File: src/rtl/cild_pkg.sv
// cild_pkg: shared types and character codes for the c integer literal decoder
// used by cild_lex, cild_classify and c_integer_literal_decoder; no dependencies
package cild_pkg;

  typedef enum logic [2:0] {
    PH_START  = 3'd0,
    PH_ZERO   = 3'd1,
    PH_XSEEN  = 3'd2,
    PH_DIGITS = 3'd3,
    PH_SUFFIX = 3'd4
  } phase_t;

  typedef enum logic [1:0] {
    BASE_DEC = 2'd0,
    BASE_OCT = 2'd1,
    BASE_HEX = 2'd2
  } base_t;

  typedef enum logic [2:0] {
    T_INT    = 3'd0,
    T_UINT   = 3'd1,
    T_LONG   = 3'd2,
    T_ULONG  = 3'd3,
    T_LLONG  = 3'd4,
    T_ULLONG = 3'd5
  } ctype_t;

  // finished token handed from the lexer to the classifier
  typedef struct packed {
    logic [63:0] acc;
    base_t       base;
    logic        ovf;
    logic        uns;
    logic        lng;
    logic        llng;
  } tok_t;

  localparam logic [7:0] CH_0  = 8'h30;
  localparam logic [7:0] CH_9  = 8'h39;
  localparam logic [7:0] CH_LA = 8'h61;
  localparam logic [7:0] CH_LF = 8'h66;
  localparam logic [7:0] CH_UA = 8'h41;
  localparam logic [7:0] CH_UF = 8'h46;
  localparam logic [7:0] CH_LX = 8'h78;
  localparam logic [7:0] CH_UX = 8'h58;
  localparam logic [7:0] CH_LU = 8'h75;
  localparam logic [7:0] CH_UU = 8'h55;
  localparam logic [7:0] CH_LL = 8'h6c;
  localparam logic [7:0] CH_UL = 8'h4c;

  localparam int unsigned VAL_W   = 64;
  localparam int unsigned WIDTH_W = 7;
  localparam int unsigned OUT_W   = 72;

  localparam logic [WIDTH_W-1:0] INT_W_RST  = 7'd32;
  localparam logic [WIDTH_W-1:0] LONG_W_RST = 7'd64;
  localparam logic [WIDTH_W-1:0] INT_W_MIN  = 7'd16;
  localparam logic [WIDTH_W-1:0] LONG_W_MIN = 7'd32;
  localparam logic [WIDTH_W-1:0] W_MAX      = 7'd64;

  localparam logic [0:0] REG_INT_W  = 1'b0;
  localparam logic [0:0] REG_LONG_W = 1'b1;

endpackage

File: src/rtl/cild_lex.sv
// cild_lex: per-character token scanner with accumulator and suffix flags,
// plus the register that holds a finished token; depends on cild_pkg
module cild_lex
  import cild_pkg::*;
(
  input  logic       clk,
  input  logic       rst_n,
  input  logic       item_valid,
  input  logic [7:0] item_char,
  input  logic       item_last,
  output logic       item_ready,
  output logic       snap_valid,
  output tok_t       snap,
  input  logic       snap_ready
);

  function automatic logic [4:0] digit_of(input logic [7:0] c);
    logic [4:0] d;
    d = 5'd16;
    if (c inside {[CH_0:CH_9]}) begin
      d = 5'(c - CH_0);
    end else if (c inside {[CH_LA:CH_LF]}) begin
      d = 5'(c - CH_LA + 8'd10);
    end else if (c inside {[CH_UA:CH_UF]}) begin
      d = 5'(c - CH_UA + 8'd10);
    end
    return d;
  endfunction

  phase_t      phase_r, phase_nxt;
  base_t       base_r, base_nxt;
  logic [63:0] acc_r, acc_nxt;
  logic        ovf_r, ovf_nxt;
  logic        uns_r, uns_nxt;
  logic        lng_r, lng_nxt;
  logic        llng_r, llng_nxt;
  logic [7:0]  prev_r;
  logic        snap_valid_r, snap_valid_nxt;
  tok_t        snap_r;

  logic [4:0]  dig;
  logic [4:0]  lim;
  logic [67:0] prod;
  logic [67:0] madd;
  logic        add_en;
  logic        sfx_en;
  logic        slot_free;
  logic        take;

  assign dig = digit_of(item_char);

  // base times accumulator in 68 bits, so any carry past bit 63 is overflow
  always_comb begin
    case (base_r)
      BASE_HEX: prod = {acc_r, 4'b0};
      BASE_OCT: prod = {1'b0, acc_r, 3'b0};
      default:  prod = {1'b0, acc_r, 3'b0} + {3'b0, acc_r, 1'b0};
    endcase
  end

  assign madd = prod + {64'b0, dig[3:0]};

  always_comb begin
    case (base_r)
      BASE_HEX: lim = 5'd16;
      BASE_OCT: lim = 5'd8;
      default:  lim = 5'd10;
    endcase
  end

  always_comb begin
    phase_nxt = phase_r;
    base_nxt  = base_r;
    add_en    = 1'b0;
    sfx_en    = 1'b0;
    case (phase_r)
      PH_START: begin
        if (item_char == CH_0) begin
          base_nxt  = BASE_OCT;
          phase_nxt = PH_ZERO;
        end else if (dig < 5'd10) begin
          base_nxt  = BASE_DEC;
          add_en    = 1'b1;
          phase_nxt = PH_DIGITS;
        end else begin
          phase_nxt = PH_SUFFIX;
          sfx_en    = 1'b1;
        end
      end
      PH_ZERO: begin
        if (item_char == CH_LX || item_char == CH_UX) begin
          base_nxt  = BASE_HEX;
          phase_nxt = PH_XSEEN;
        end else if (dig < 5'd8) begin
          add_en    = 1'b1;
          phase_nxt = PH_DIGITS;
        end else begin
          phase_nxt = PH_SUFFIX;
          sfx_en    = 1'b1;
        end
      end
      PH_XSEEN: begin
        if (dig < 5'd16) begin
          add_en    = 1'b1;
          phase_nxt = PH_DIGITS;
        end else begin
          phase_nxt = PH_SUFFIX;
          sfx_en    = 1'b1;
        end
      end
      PH_DIGITS: begin
        if (dig < lim) begin
          add_en = 1'b1;
        end else begin
          phase_nxt = PH_SUFFIX;
          sfx_en    = 1'b1;
        end
      end
      default: begin
        phase_nxt = PH_SUFFIX;
        sfx_en    = 1'b1;
      end
    endcase
  end

  always_comb begin
    acc_nxt  = acc_r;
    ovf_nxt  = ovf_r;
    uns_nxt  = uns_r;
    lng_nxt  = lng_r;
    llng_nxt = llng_r;
    if (add_en && !ovf_r) begin
      if (|madd[67:64]) begin
        ovf_nxt = 1'b1;
        acc_nxt = '1;
      end else begin
        acc_nxt = madd[63:0];
      end
    end
    if (sfx_en) begin
      if (item_char == CH_LU || item_char == CH_UU) uns_nxt = 1'b1;
      if (item_char == CH_LL || item_char == CH_UL) lng_nxt = 1'b1;
      if ((item_char == CH_LL && prev_r == CH_LL) ||
          (item_char == CH_UL && prev_r == CH_UL)) begin
        llng_nxt = 1'b1;
      end
    end
  end

  // a last character needs room in the token register, others never stall
  assign slot_free      = !snap_valid_r || snap_ready;
  assign item_ready     = !item_last || slot_free;
  assign take           = item_valid && item_ready;
  assign snap_valid_nxt = take && item_last;

  always_ff @(posedge clk) begin
    if (!rst_n) begin
      phase_r <= PH_START;
      base_r  <= BASE_DEC;
      acc_r   <= '0;
      ovf_r   <= 1'b0;
      uns_r   <= 1'b0;
      lng_r   <= 1'b0;
      llng_r  <= 1'b0;
      prev_r  <= '0;
    end else if (take) begin
      if (item_last) begin
        phase_r <= PH_START;
        base_r  <= BASE_DEC;
        acc_r   <= '0;
        ovf_r   <= 1'b0;
        uns_r   <= 1'b0;
        lng_r   <= 1'b0;
        llng_r  <= 1'b0;
        prev_r  <= '0;
      end else begin
        phase_r <= phase_nxt;
        base_r  <= base_nxt;
        acc_r   <= acc_nxt;
        ovf_r   <= ovf_nxt;
        uns_r   <= uns_nxt;
        lng_r   <= lng_nxt;
        llng_r  <= llng_nxt;
        prev_r  <= item_char;
      end
    end
  end

  always_ff @(posedge clk) begin
    if (!rst_n) begin
      snap_valid_r <= 1'b0;
    end else if (slot_free) begin
      snap_valid_r <= snap_valid_nxt;
    end
  end

  always_ff @(posedge clk) begin
    if (snap_valid_nxt) begin
      snap_r.acc  <= acc_nxt;
      snap_r.base <= base_nxt;
      snap_r.ovf  <= ovf_nxt;
      snap_r.uns  <= uns_nxt;
      snap_r.lng  <= lng_nxt;
      snap_r.llng <= llng_nxt;
    end
  end

  assign snap_valid = snap_valid_r;
  assign snap       = snap_r;

endmodule

File: src/rtl/cild_classify.sv
// cild_classify: picks the c type of a finished token from the suffix/base
// table and holds the result word for the output channel; depends on cild_pkg
module cild_classify
  import cild_pkg::*;
(
  input  logic               clk,
  input  logic               rst_n,
  input  logic               snap_valid,
  input  tok_t               snap,
  output logic               snap_ready,
  input  logic [WIDTH_W-1:0] int_w,
  input  logic [WIDTH_W-1:0] long_w,
  output logic               out_valid,
  output logic [OUT_W-1:0]   out_word,
  input  logic               out_ready
);

  logic [WIDTH_W-1:0] iw;
  logic [WIDTH_W-1:0] lw;
  logic [63:0]        max_int;
  logic [63:0]        max_uint;
  logic [63:0]        max_long;
  logic [63:0]        max_ulong;
  logic               f_int, f_uint, f_long, f_ulong, f_llong;
  logic               plain;
  ctype_t             ty;
  logic               fits;
  logic               free;
  logic               out_valid_r;
  logic [OUT_W-1:0]   out_word_r, out_word_nxt;

  assign iw = (int_w < INT_W_MIN) ? INT_W_MIN : (int_w > W_MAX) ? W_MAX : int_w;
  assign lw = (long_w < LONG_W_MIN) ? LONG_W_MIN : (long_w > W_MAX) ? W_MAX : long_w;

  assign max_int   = {64{1'b1}} >> (7'd65 - iw);
  assign max_uint  = {64{1'b1}} >> (W_MAX - iw);
  assign max_long  = {64{1'b1}} >> (7'd65 - lw);
  assign max_ulong = {64{1'b1}} >> (W_MAX - lw);

  assign f_int   = snap.acc <= max_int;
  assign f_uint  = snap.acc <= max_uint;
  assign f_long  = snap.acc <= max_long;
  assign f_ulong = snap.acc <= max_ulong;
  assign f_llong = !snap.acc[63];
  assign plain   = !snap.lng && !snap.llng;

  // unsigned long long holds every value, so only signed decimal can miss
  always_comb begin
    ty   = T_INT;
    fits = 1'b1;
    if (snap.base == BASE_DEC) begin
      if (!snap.uns) begin
        if (plain && f_int) ty = T_INT;
        else if (!snap.llng && f_long) ty = T_LONG;
        else if (f_llong) ty = T_LLONG;
        else fits = 1'b0;
      end else begin
        if (plain && f_uint) ty = T_UINT;
        else if (!snap.llng && f_ulong) ty = T_ULONG;
        else ty = T_ULLONG;
      end
    end else begin
      if (plain && !snap.uns && f_int) ty = T_INT;
      else if (plain && f_uint) ty = T_UINT;
      else if (!snap.llng && !snap.uns && f_long) ty = T_LONG;
      else if (!snap.llng && f_ulong) ty = T_ULONG;
      else if (!snap.uns && f_llong) ty = T_LLONG;
      else ty = T_ULLONG;
    end
  end

  assign out_word_nxt = {3'b0, snap.ovf, fits, ty, snap.acc};

  assign free       = !out_valid_r || out_ready;
  assign snap_ready = free;

  always_ff @(posedge clk) begin
    if (!rst_n) begin
      out_valid_r <= 1'b0;
    end else if (free) begin
      out_valid_r <= snap_valid;
    end
  end

  always_ff @(posedge clk) begin
    if (free && snap_valid) begin
      out_word_r <= out_word_nxt;
    end
  end

  assign out_valid = out_valid_r;
  assign out_word  = out_word_r;

endmodule

File: src/rtl/c_integer_literal_decoder.sv
// c_integer_literal_decoder: decodes the characters of a c integer literal
// into its value and type. channels: in_ takes one character per word, tlast
// on the final character of a token; out_ gives one word per token with the
// value, type code, fits flag and overflow flag; cfg_ is an apb port with
// int width at address 0 and long width at address 4 (7 bits each).
// a token's result word passes in turn through the input register, the
// lexer's token register and the classifier's output register once its last
// character is accepted. throughput: one character per cycle while in_tready
// is high; the accumulator update is a single multiply-add by 8, 10 or 16
// built from shifts and adds.
// when out_tready is low the output register holds its word, the token
// register can still take one more finished token, and characters that do
// not end a token keep flowing; in_tready drops only when a last character
// finds both registers full. reset clears the token state, the pipeline
// valid bits and sets the widths to 32 (int) and 64 (long). widths are
// clamped to 16..64 for int and 32..64 for long when the type is chosen.
// depends on cild_pkg, cild_lex and cild_classify
module c_integer_literal_decoder
  import cild_pkg::*;
(
  input  logic             clk,
  input  logic             rst_n,
  input  logic             in_tvalid,
  output logic             in_tready,
  input  logic [7:0]       in_tdata,     // [7:0] character
  input  logic             in_tlast,
  output logic             out_tvalid,
  input  logic             out_tready,
  output logic [OUT_W-1:0] out_tdata,    // [63:0] literal_value, [66:64] type_code,
                                         // [67] type_fits, [68] range_overflow
  input  logic             cfg_psel,
  input  logic             cfg_penable,
  input  logic             cfg_pwrite,
  input  logic [2:0]       cfg_paddr,
  input  logic [31:0]      cfg_pwdata,
  output logic [31:0]      cfg_prdata,
  output logic             cfg_pready
);

  logic               s1_valid_r;
  logic [7:0]         s1_char_r;
  logic               s1_last_r;
  logic               lex_ready;
  logic               snap_valid;
  tok_t               snap;
  logic               snap_ready;
  logic [WIDTH_W-1:0] int_w_r;
  logic [WIDTH_W-1:0] long_w_r;
  logic               cfg_wr;

  assign in_tready = !s1_valid_r || lex_ready;

  always_ff @(posedge clk) begin
    if (!rst_n) begin
      s1_valid_r <= 1'b0;
    end else if (in_tready) begin
      s1_valid_r <= in_tvalid;
    end
  end

  always_ff @(posedge clk) begin
    if (in_tready && in_tvalid) begin
      s1_char_r <= in_tdata;
      s1_last_r <= in_tlast;
    end
  end

  assign cfg_pready = 1'b1;
  assign cfg_wr     = cfg_psel && cfg_penable && cfg_pwrite;

  always_ff @(posedge clk) begin
    if (!rst_n) begin
      int_w_r  <= INT_W_RST;
      long_w_r <= LONG_W_RST;
    end else if (cfg_wr) begin
      if (cfg_paddr[2] == REG_INT_W) int_w_r <= cfg_pwdata[WIDTH_W-1:0];
      else long_w_r <= cfg_pwdata[WIDTH_W-1:0];
    end
  end

  assign cfg_prdata = (cfg_paddr[2] == REG_INT_W) ? {25'b0, int_w_r} : {25'b0, long_w_r};

  cild_lex u_lex (
    .clk        (clk),
    .rst_n      (rst_n),
    .item_valid (s1_valid_r),
    .item_char  (s1_char_r),
    .item_last  (s1_last_r),
    .item_ready (lex_ready),
    .snap_valid (snap_valid),
    .snap       (snap),
    .snap_ready (snap_ready)
  );

  cild_classify u_classify (
    .clk        (clk),
    .rst_n      (rst_n),
    .snap_valid (snap_valid),
    .snap       (snap),
    .snap_ready (snap_ready),
    .int_w      (int_w_r),
    .long_w     (long_w_r),
    .out_valid  (out_tvalid),
    .out_word   (out_tdata),
    .out_ready  (out_tready)
  );

  // no fitting type is always reported as int
  a_nofit_int: assert property (@(posedge clk) disable iff (!rst_n)
    (out_tvalid && !out_tdata[67]) |-> (out_tdata[66:64] == T_INT))
    else $error("unfitting literal not reported as int");

  a_ovf_sat: assert property (@(posedge clk) disable iff (!rst_n)
    (out_tvalid && out_tdata[68]) |-> (out_tdata[63:0] == {64{1'b1}}))
    else $error("overflowed literal not saturated");

  // input backpressure only comes from a stalled output
  a_stall_src: assert property (@(posedge clk) disable iff (!rst_n)
    !in_tready |-> (out_tvalid && !out_tready))
    else $error("input stalled without output stall");

  a_code_range: assert property (@(posedge clk) disable iff (!rst_n)
    out_tvalid |-> (out_tdata[66:64] <= T_ULLONG))
    else $error("type code out of range");

endmodule
File: config.mk
export PLATFORM = sky130hd
export DESIGN_NAME = c_integer_literal_decoder
export DESIGN_NICKNAME = d
export VERILOG_FILES = /design/src/rtl/cild_pkg.sv /design/src/rtl/cild_lex.sv /design/src/rtl/cild_classify.sv /design/src/rtl/c_integer_literal_decoder.sv
export SDC_FILE = /design/constraint.sdc
export NUM_CORES = 1
export LEC_CHECK = 0
export BUFFER_PORTS_ARGS = -buffer_cell sky130_fd_sc_hd__buf_2
export CAP_MARGIN = 20
export CELL_PAD_IN_SITES_DETAIL_PLACEMENT = 0
export CELL_PAD_IN_SITES_GLOBAL_PLACEMENT = 2
export CORE_MARGIN = 1.5
export CORE_UTILIZATION = 39
export CTS_BUF_LIST = sky130_fd_sc_hd__clkbuf_4
export DETAILED_ROUTE_END_ITERATION = 10
export PLACE_DENSITY = 0.94
export REMOVE_ABC_BUFFERS = 1
export SLEW_MARGIN = 20
export SYNTH_ARGS = -nofsm -noshare
export SYNTH_HDL_FRONTEND = slang
export SYNTH_SLANG_ARGS = --single-unit
File: constraint.sdc
create_clock -name clk -period 8.82 [get_ports clk]
set_clock_uncertainty 0.2 [all_clocks]
set_input_delay 0.441 -clock clk [delete_from_list [all_inputs] [get_ports clk]]
set_output_delay 0.441 -clock clk [all_outputs]
set_load 0.03 [all_outputs]
==> impl_metrics.py, run 1 <==
metrics = {
    "detailed_routing": {
        "drtAntennaViolNets": 0,
        "firstDrtPassIters": 5,
        "wl_um": 88900,
        "viasPerCell": 5.935,
        "wl_per_cell_um": 21.36,
        "drt_drc_violations_left": 0,
        "drt_iter0_drc": 1939,
        "vias": 24700,
    },
    "floorplanning": {
        "rows": 94,
        "fp.dieW_um": 260.4,
        "die-area_um2": 67810,
        "core_area_um2": 65630,
        "start_util_pct": 39.38,
        "io_pins": 158,
        "die-height_um": 260.4,
    },
    "placed_design": {
        "dp_hpwl_um": 69100,
        "gp_congestion": 0.9435,
        "place_ws_ps": 1899,
        "port_buffers": 101,
    },
    "sta": {
        "fin_crit_sh_pct": 78.60,
        "grt_setup_unrepaired": "no",
        "tightest_slew_ps": 1047,
        "hold_viol_final": 0,
        "fmax_ghz": 0.1442,
        "hold_slack_ps": 63.98,
        "maxSlewHeadroom_pct": 29.81,
        "drv_slew": 0,
        "setup_viol": 0,
        "min_period_ps": 6933,
        "setup_ws_ps": 1887,
    },
    "finish": {
        "drive_gt1_share_pct": 11.53,
        "area_growth_pct": 8.478,
        "fin_nets": 3649,
        "final_util_pct": 42.71,
    },
    "logic_synthesis": {
        "synth_async_sr_flop_share_pct": 0,
        "ys_ff_latch": 246,
        "yosys.area.top_type": "edfxtp_1",
        "synth_commonest_cells": "347 x ha_1, 308 x nor2_1, 293 x a21oi_1",
        "yosysMostFrequentCell": "ha_1",
        "postSynthAreaPerCell_um2": 8.124,
        "ys_top_cells_by_area": "edfxtp_1 17%, ha_1 17%, dfxtp_1 7.6%, a21oi_1 5.7%, nor2_1 4.5%",
        "synth.top_cell.area_share_pct": 17.20,
        "synth_ff_type": "edfxtp_1",
        "synth_edf_count": 148,
        "ys_warn_count": 0,
        "netlist_area_um2": 25840,
        "yosysUniqueCellTypes": 107,
        "synth_seq_area_share_pct": 24.79,
        "synthCells": 3181,
    },
    "cts": {
        "clk_pin_slew_ps": 70,
        "cts_inserted_buffers": 60,
        "cts_resized": 0,
        "cts.htree.levels": 2,
        "clk_path_buf_depth": 3,
        "ctsHoldBuffers": 33,
        "cts_num_sinks": 246,
        "cts_setup_buffers": 0,
        "worstSkewPairLatency_ps": 780,
        "clock-root-buffer": "clkbuf_4",
        "cts_tree": "built",
    },
    "run": {
        "max_cap_violations": 0,
    },
    "worst_hold_path": {
        "hold_class": "in2reg",
    },
    "worst_setup_path": {
        "critical_path_class": "reg2reg",
        "crit_arrival_ps": 7260,
        "cp_max_fo": 45,
        "cp.required_ps": 9150,
        "crit_path_end_kind": "register",
        "cp-start-kind": "register",
    },
    "outcome": {
        "status": "completed",
    },
    "global_routing": {
        "grt_remaining_overflow": 0,
        "grt_usage_pct": 25.59,
        "antenna_found_initial": 2,
        "grt_max_degree": 67,
        "grt_pass1_wl_um": 135500,
        "grt_pass1_vias": 23370,
    },
    "pwr": {
        "irDropWorstVdd_v": 0.00007984,
        "p_leak_nw": 12.09,
        "p_per_area_nw_per_um2": 97.19,
    },
}
[worst max-delay path, cell delays in order (launching register included)]
cell	delay, ps
edfxtp_1	520
inv_1	180
ha_1	220
o21bai_1	80
a211oi_1	730
a31o_2	240
xor2_1	200
nor2_1	120
ha_1	340
a21oi_1	110
nor3b_1	280
o211ai_1	170
or2_2	380
nor2_1	290
nand4_1	140
nor4b_1	520
nand4_1	290
nor4_4	350
o211ai_4	190
a211oi_4	590
buf_12	350
a21oi_1	120
[final cells by class]
cell class | count | area [um^2]
Antenna cell | 1 | 2.502
Clock buffer | 92 | 690.7
Clock inverter | 18 | 117.6
Fill cell | 6705 | 37600
Inverter | 94 | 352.8
Multi-Input combinational cell | 2677 | 18260
Sequential cell | 246 | 6406
Tap cell | 864 | 1081
Timing Repair Buffer | 170 | 1122
[path summary, 6_finish.rpt]
kind / start / end / slack (ps) / cells after the start
setup / recovery: s1_char_r[1] / u_lex.snap[7] / 1890 / 21
hold / removal: cfg_paddr[2] / long_w_r[3] / 60 / 5
setup reg to reg: s1_char_r[1] / u_lex.snap[7] / 1890 / 21
hold reg to reg: u_lex.snap[3] / u_classify.out_word[68] / 230 / 0
[report_power, final]
part | internal (mW) | leakage [nW] | switching (mW)
Combinational | 0.164 | 9.41 | 0.276
Sequential | 1.24 | 2.21 | 0.0456
Clock | 0.508 | 0.477 | 0.488
[metrics by stage]
| stage | instance area, um^2 | power (mW) | TNS, ps | cells |
|---|---|---|---|---|
| global placement | 26870 | 1.735 | 0 | 4016 |
| floorplan | 24970 | 1.599 | -34360 | 3017 |
| finish | 28030 | 2.724 | 0 | 4162 |
| global route | 28030 | 2.858 | 0 | 4162 |
| detailed placement | 26870 | 1.738 | 0 | 4016 |
| CTS | 28010 | 2.755 | 0 | 4159 |
[flip-flops by register name, summed over array words and instances (netlist names), 2 cells and up]
signal	flops
int_w_r	7
u_classify.out_word	69
u_lex.snap	70
long_w_r	7
u_lex.base_r	2
u_lex.phase_r	3
u_lex.acc_r	64
u_lex.prev_r	8
s1_char_r	8
[cells in the final DEF (no fill, tap or decap), types with 31 or more instances in the layout]
cell type      count
conb_1            31
inv_1             92
o21a_1            41
o21ai_0          199
nor3_1            68
nand3_1          100
nand2_1          290
dlygate4sd3_1     33
nor2b_1           53
a221oi_1          32
dfxtp_1           98
nor2_1           305
xnor2_1           60
ha_1             345
xor2_1            34
edfxtp_1         148
buf_2            101
clkbuf_4          92
buf_4             34
a21oi_1          292
a21oi_2           63
nand4_1          112
a21o_1           129
[cells by family (layout without fill, tap and decap cells)]
kind of cell / count (synthesis) / after routing / synth area share (%)
AO/OA/AOI/OAI: 1025 / 1025 / 26.50
XOR/XNOR: 95 / 95 / 3.249
adder cells (fa/ha/maj): 349 / 349 / 16.96
buffers and inverters: 287 / 374 / 5.142
flip-flops: 246 / 246 / 24.79
multiplexers: 23 / 23 / 0.9635
other: 2 / 32 / 0.02906
AND/OR/NAND/NOR: 1154 / 1154 / 22.36
[per-layer routing]
| layer | global-route usage [%] | up-vias | routed length (um) |
|---|---|---|---|
| met3 | 2.040 | 160 | 4465 |
| met2 | 43.42 | 733 | 42150 |
| met5 | 0 | - | 0 |
| met1 | 33.69 | 11740 | 38940 |
| li1 | - | 12070 | - |
| met4 | 9.891 | 0 | 3339 |
No activity file was read; power rests on OpenSTA's default activity.
==> inputs of run 2 (changes only) <==
==> constraint.sdc (replaced) <==
create_clock -name clk -period 6.4 [get_ports clk]
set_clock_uncertainty 0.2 [all_clocks]
set_input_delay 0.32 -clock clk [delete_from_list [all_inputs] [get_ports clk]]
set_output_delay 0.32 -clock clk [all_outputs]
set_load 0.03 [all_outputs]
==> run 2 against run 1 <==
Core utilization is 1.0 points higher. Critical path depth decreased by 4. Die area is the same. Sequential share of layout area is 0.54 points lower. Routed wire length up 2.5%. Via count rose by 2.1%. Flip-flop and latch count unchanged. Global-route usage up 0.61 points. Clock power rose by 46%. First-iteration DRC count is 3.5% higher. Critical path type unchanged. Critical endpoint is now u_lex.snap[32]. Largest cell class unchanged.
==> impl_metrics.py, run 2 (synthesized netlist as in run 1, its figures left out) <==
metrics = {
    "floorplanning": {
        "die-area_um2": 67810,
        "fp.dieW_um": 260.4,
        "die-height_um": 260.4,
        "io_pins": 158,
        "start_util_pct": 39.38,
        "rows": 94,
        "core_area_um2": 65630,
    },
    "worst_setup_path": {
        "crit_path_end_kind": "register",
        "r2r_cells": 17,
        "cp-start-kind": "register",
        "crit_arrival_ps": 6310,
        "critical_path_class": "reg2reg",
        "cp_max_fo": 18,
        "cp.required_ps": 6690,
    },
    "pwr": {
        "p_per_area_nw_per_um2": 134.4,
        "p_seq_share_pct": 45.8,
        "comb_power_share_pct": 16.6,
        "irDropWorstVdd_v": 0.0001385,
        "internal-power_mw": 2.714,
        "power_frac_clock_pct": 37.6,
        "p_leak_nw": 12.49,
        "p_sw_share_pct": 29.69,
        "p_switching_mw": 1.146,
    },
    "finish": {
        "mostFrequentLayoutCells": "345 x ha_1, 305 x nor2_1, 292 x a21oi_1, 290 x nand2_1, 199 x o21ai_0",
        "regMostFlops": "u_lex.snap",
        "final_common_cell": "ha_1",
        "largest_register_ffs": 70,
        "area_growth_pct": 11.10,
        "fin_nets": 3719,
        "drive_gt1_share_pct": 13.17,
    },
    "sta": {
        "setup_ws_ps": 371.3,
        "drv_slew": 0,
        "maxSlewHeadroom_pct": 35.28,
        "fmax_ghz": 0.1659,
        "fin_crit_sh_pct": 94.20,
        "min_period_ps": 6029,
        "hold_slack_ps": 54.37,
        "hold_viol_final": 0,
        "grt_setup_unrepaired": "no",
        "setup_viol": 0,
        "tightest_slew_ps": 970.8,
    },
    "cts": {
        "cts_num_sinks": 246,
        "cts_inserted_buffers": 61,
        "clk_path_buf_depth": 3,
        "worstSkewPairLatency_ps": 760,
        "clk_pin_slew_ps": 70,
        "clock-root-buffer": "clkbuf_4",
        "cts.htree.levels": 2,
        "cts_tree": "built",
    },
    "placed_design": {
        "gp_congestion": 0.9735,
        "dp_hpwl_um": 71550,
        "place_ws_ps": 308.5,
        "port_buffers": 101,
    },
    "detailed_routing": {
        "viasPerCell": 5.952,
        "vias": 25220,
        "drtAntennaViolNets": 0,
        "wl_per_cell_um": 21.51,
        "firstDrtPassIters": 6,
        "wl_um": 91130,
        "drt_drc_violations_left": 0,
        "drt_iter0_drc": 2006,
    },
    "global_routing": {
        "grt_usage_pct": 26.20,
        "grt_pass1_wl_um": 137900,
        "grt_pass1_vias": 23940,
        "grt_remaining_overflow": 0,
        "grt_max_degree": 77,
        "antenna_found_initial": 2,
    },
    "worst_hold_path": {
        "hold_class": "in2reg",
        "hold_depth": 5,
    },
    "outcome": {
        "status": "completed",
    },
    "run": {
        "max_cap_violations": 0,
    },
}
[run 2: changes by cell type in the layout (fill, tap and decap cells not counted), sizes merged]
cell | before | now
buf | 137 | 198
clkinv | 17 | 26
dlygate4sd3 | 33 | 41
clkbuf | 92 | 87
bufinv | 1 | 3
[run 2: worst paths after layout]
kind                                 startpoint              end  slack, ps
worst min register to register  u_lex.prev_r[4]  u_lex.prev_r[4]        270
worst max-delay path            u_lex.acc_r[48]   u_lex.snap[32]        370
worst max register to register  u_lex.acc_r[48]   u_lex.snap[32]        370
worst min-delay path                   cfg_psel       int_w_r[1]         50
[run 2: routing by layer]
metal	routed length [um]	up-vias	track usage, %	share of wire [%]
met5	0	-	0	0
met4	4451	0	12.35	4.9
met3	4771	203	1.739	5.2
met2	42440	829	44.06	47
met1	39470	11970	34.19	43
li1	-	12220	-	-
[run 2: critical path, cell delays in order (launching register included)]
cell and delay, ps:
dfxtp_1 530, ha_1 410, a21oi_1 250, o21ai_0 160, a211o_1 360, or3_1 390, nor3_1 380, mux2i_1 260
buf_4 170, nor4b_1 320, or4b_4 530, or4_4 530, nor4_4 320, o211ai_4 180, a211oi_4 350, buf_12 170
buf_12 170, a21oi_2 80
[run 2: repair_timing]
item | 4_1_cts | 5_1_grt
hold endpoints to repair | 48 | 0
setup endpoints to repair | 0 | 64
hold buffers | 41 | 0
setup buffers | 0 | 1
gates resized for setup | 0 | 1
[run 2: through the flow]
stage | area, um^2 | instances | setup TNS, ps | power, mW | utilization (%)
5_1_grt | 28710 | 4237 | 0 | 4.046 | 43.75
4_1_cts | 28690 | 4235 | 0 | 3.897 | 43.71
2_1_floorplan | 24970 | 3017 | -328150 | 2.204 | -
3_3_place_gp | 27410 | 4078 | 0 | 2.411 | 41.76
3_5_place_dp | 27410 | 4078 | 0 | 2.416 | 41.76
6_report | 28710 | 4237 | 0 | 3.859 | 43.75
[run 2: power groups by stage]
stage / registers (mW) / logic [mW] / clock network, mW
floorplan: 1.79 / 0.412 / 0
global placement: 1.80 / 0.608 / 0
detailed placement: 1.80 / 0.614 / 0
CTS: 1.77 / 0.633 / 1.50
global route: 1.77 / 0.713 / 1.56
finish: 1.77 / 0.639 / 1.45
[run 2: final cells by class]
cell class | instances | area [um^2]
tap | 864 | 1081
multi-input combinational | 2677 | 18260
fill | 6723 | 36920
inverter | 94 | 352.8
antenna | 1 | 2.502
clock buffer | 87 | 653.1
clock inverter | 29 | 214.0
sequential | 246 | 6406
timing repair buffer | 239 | 1744
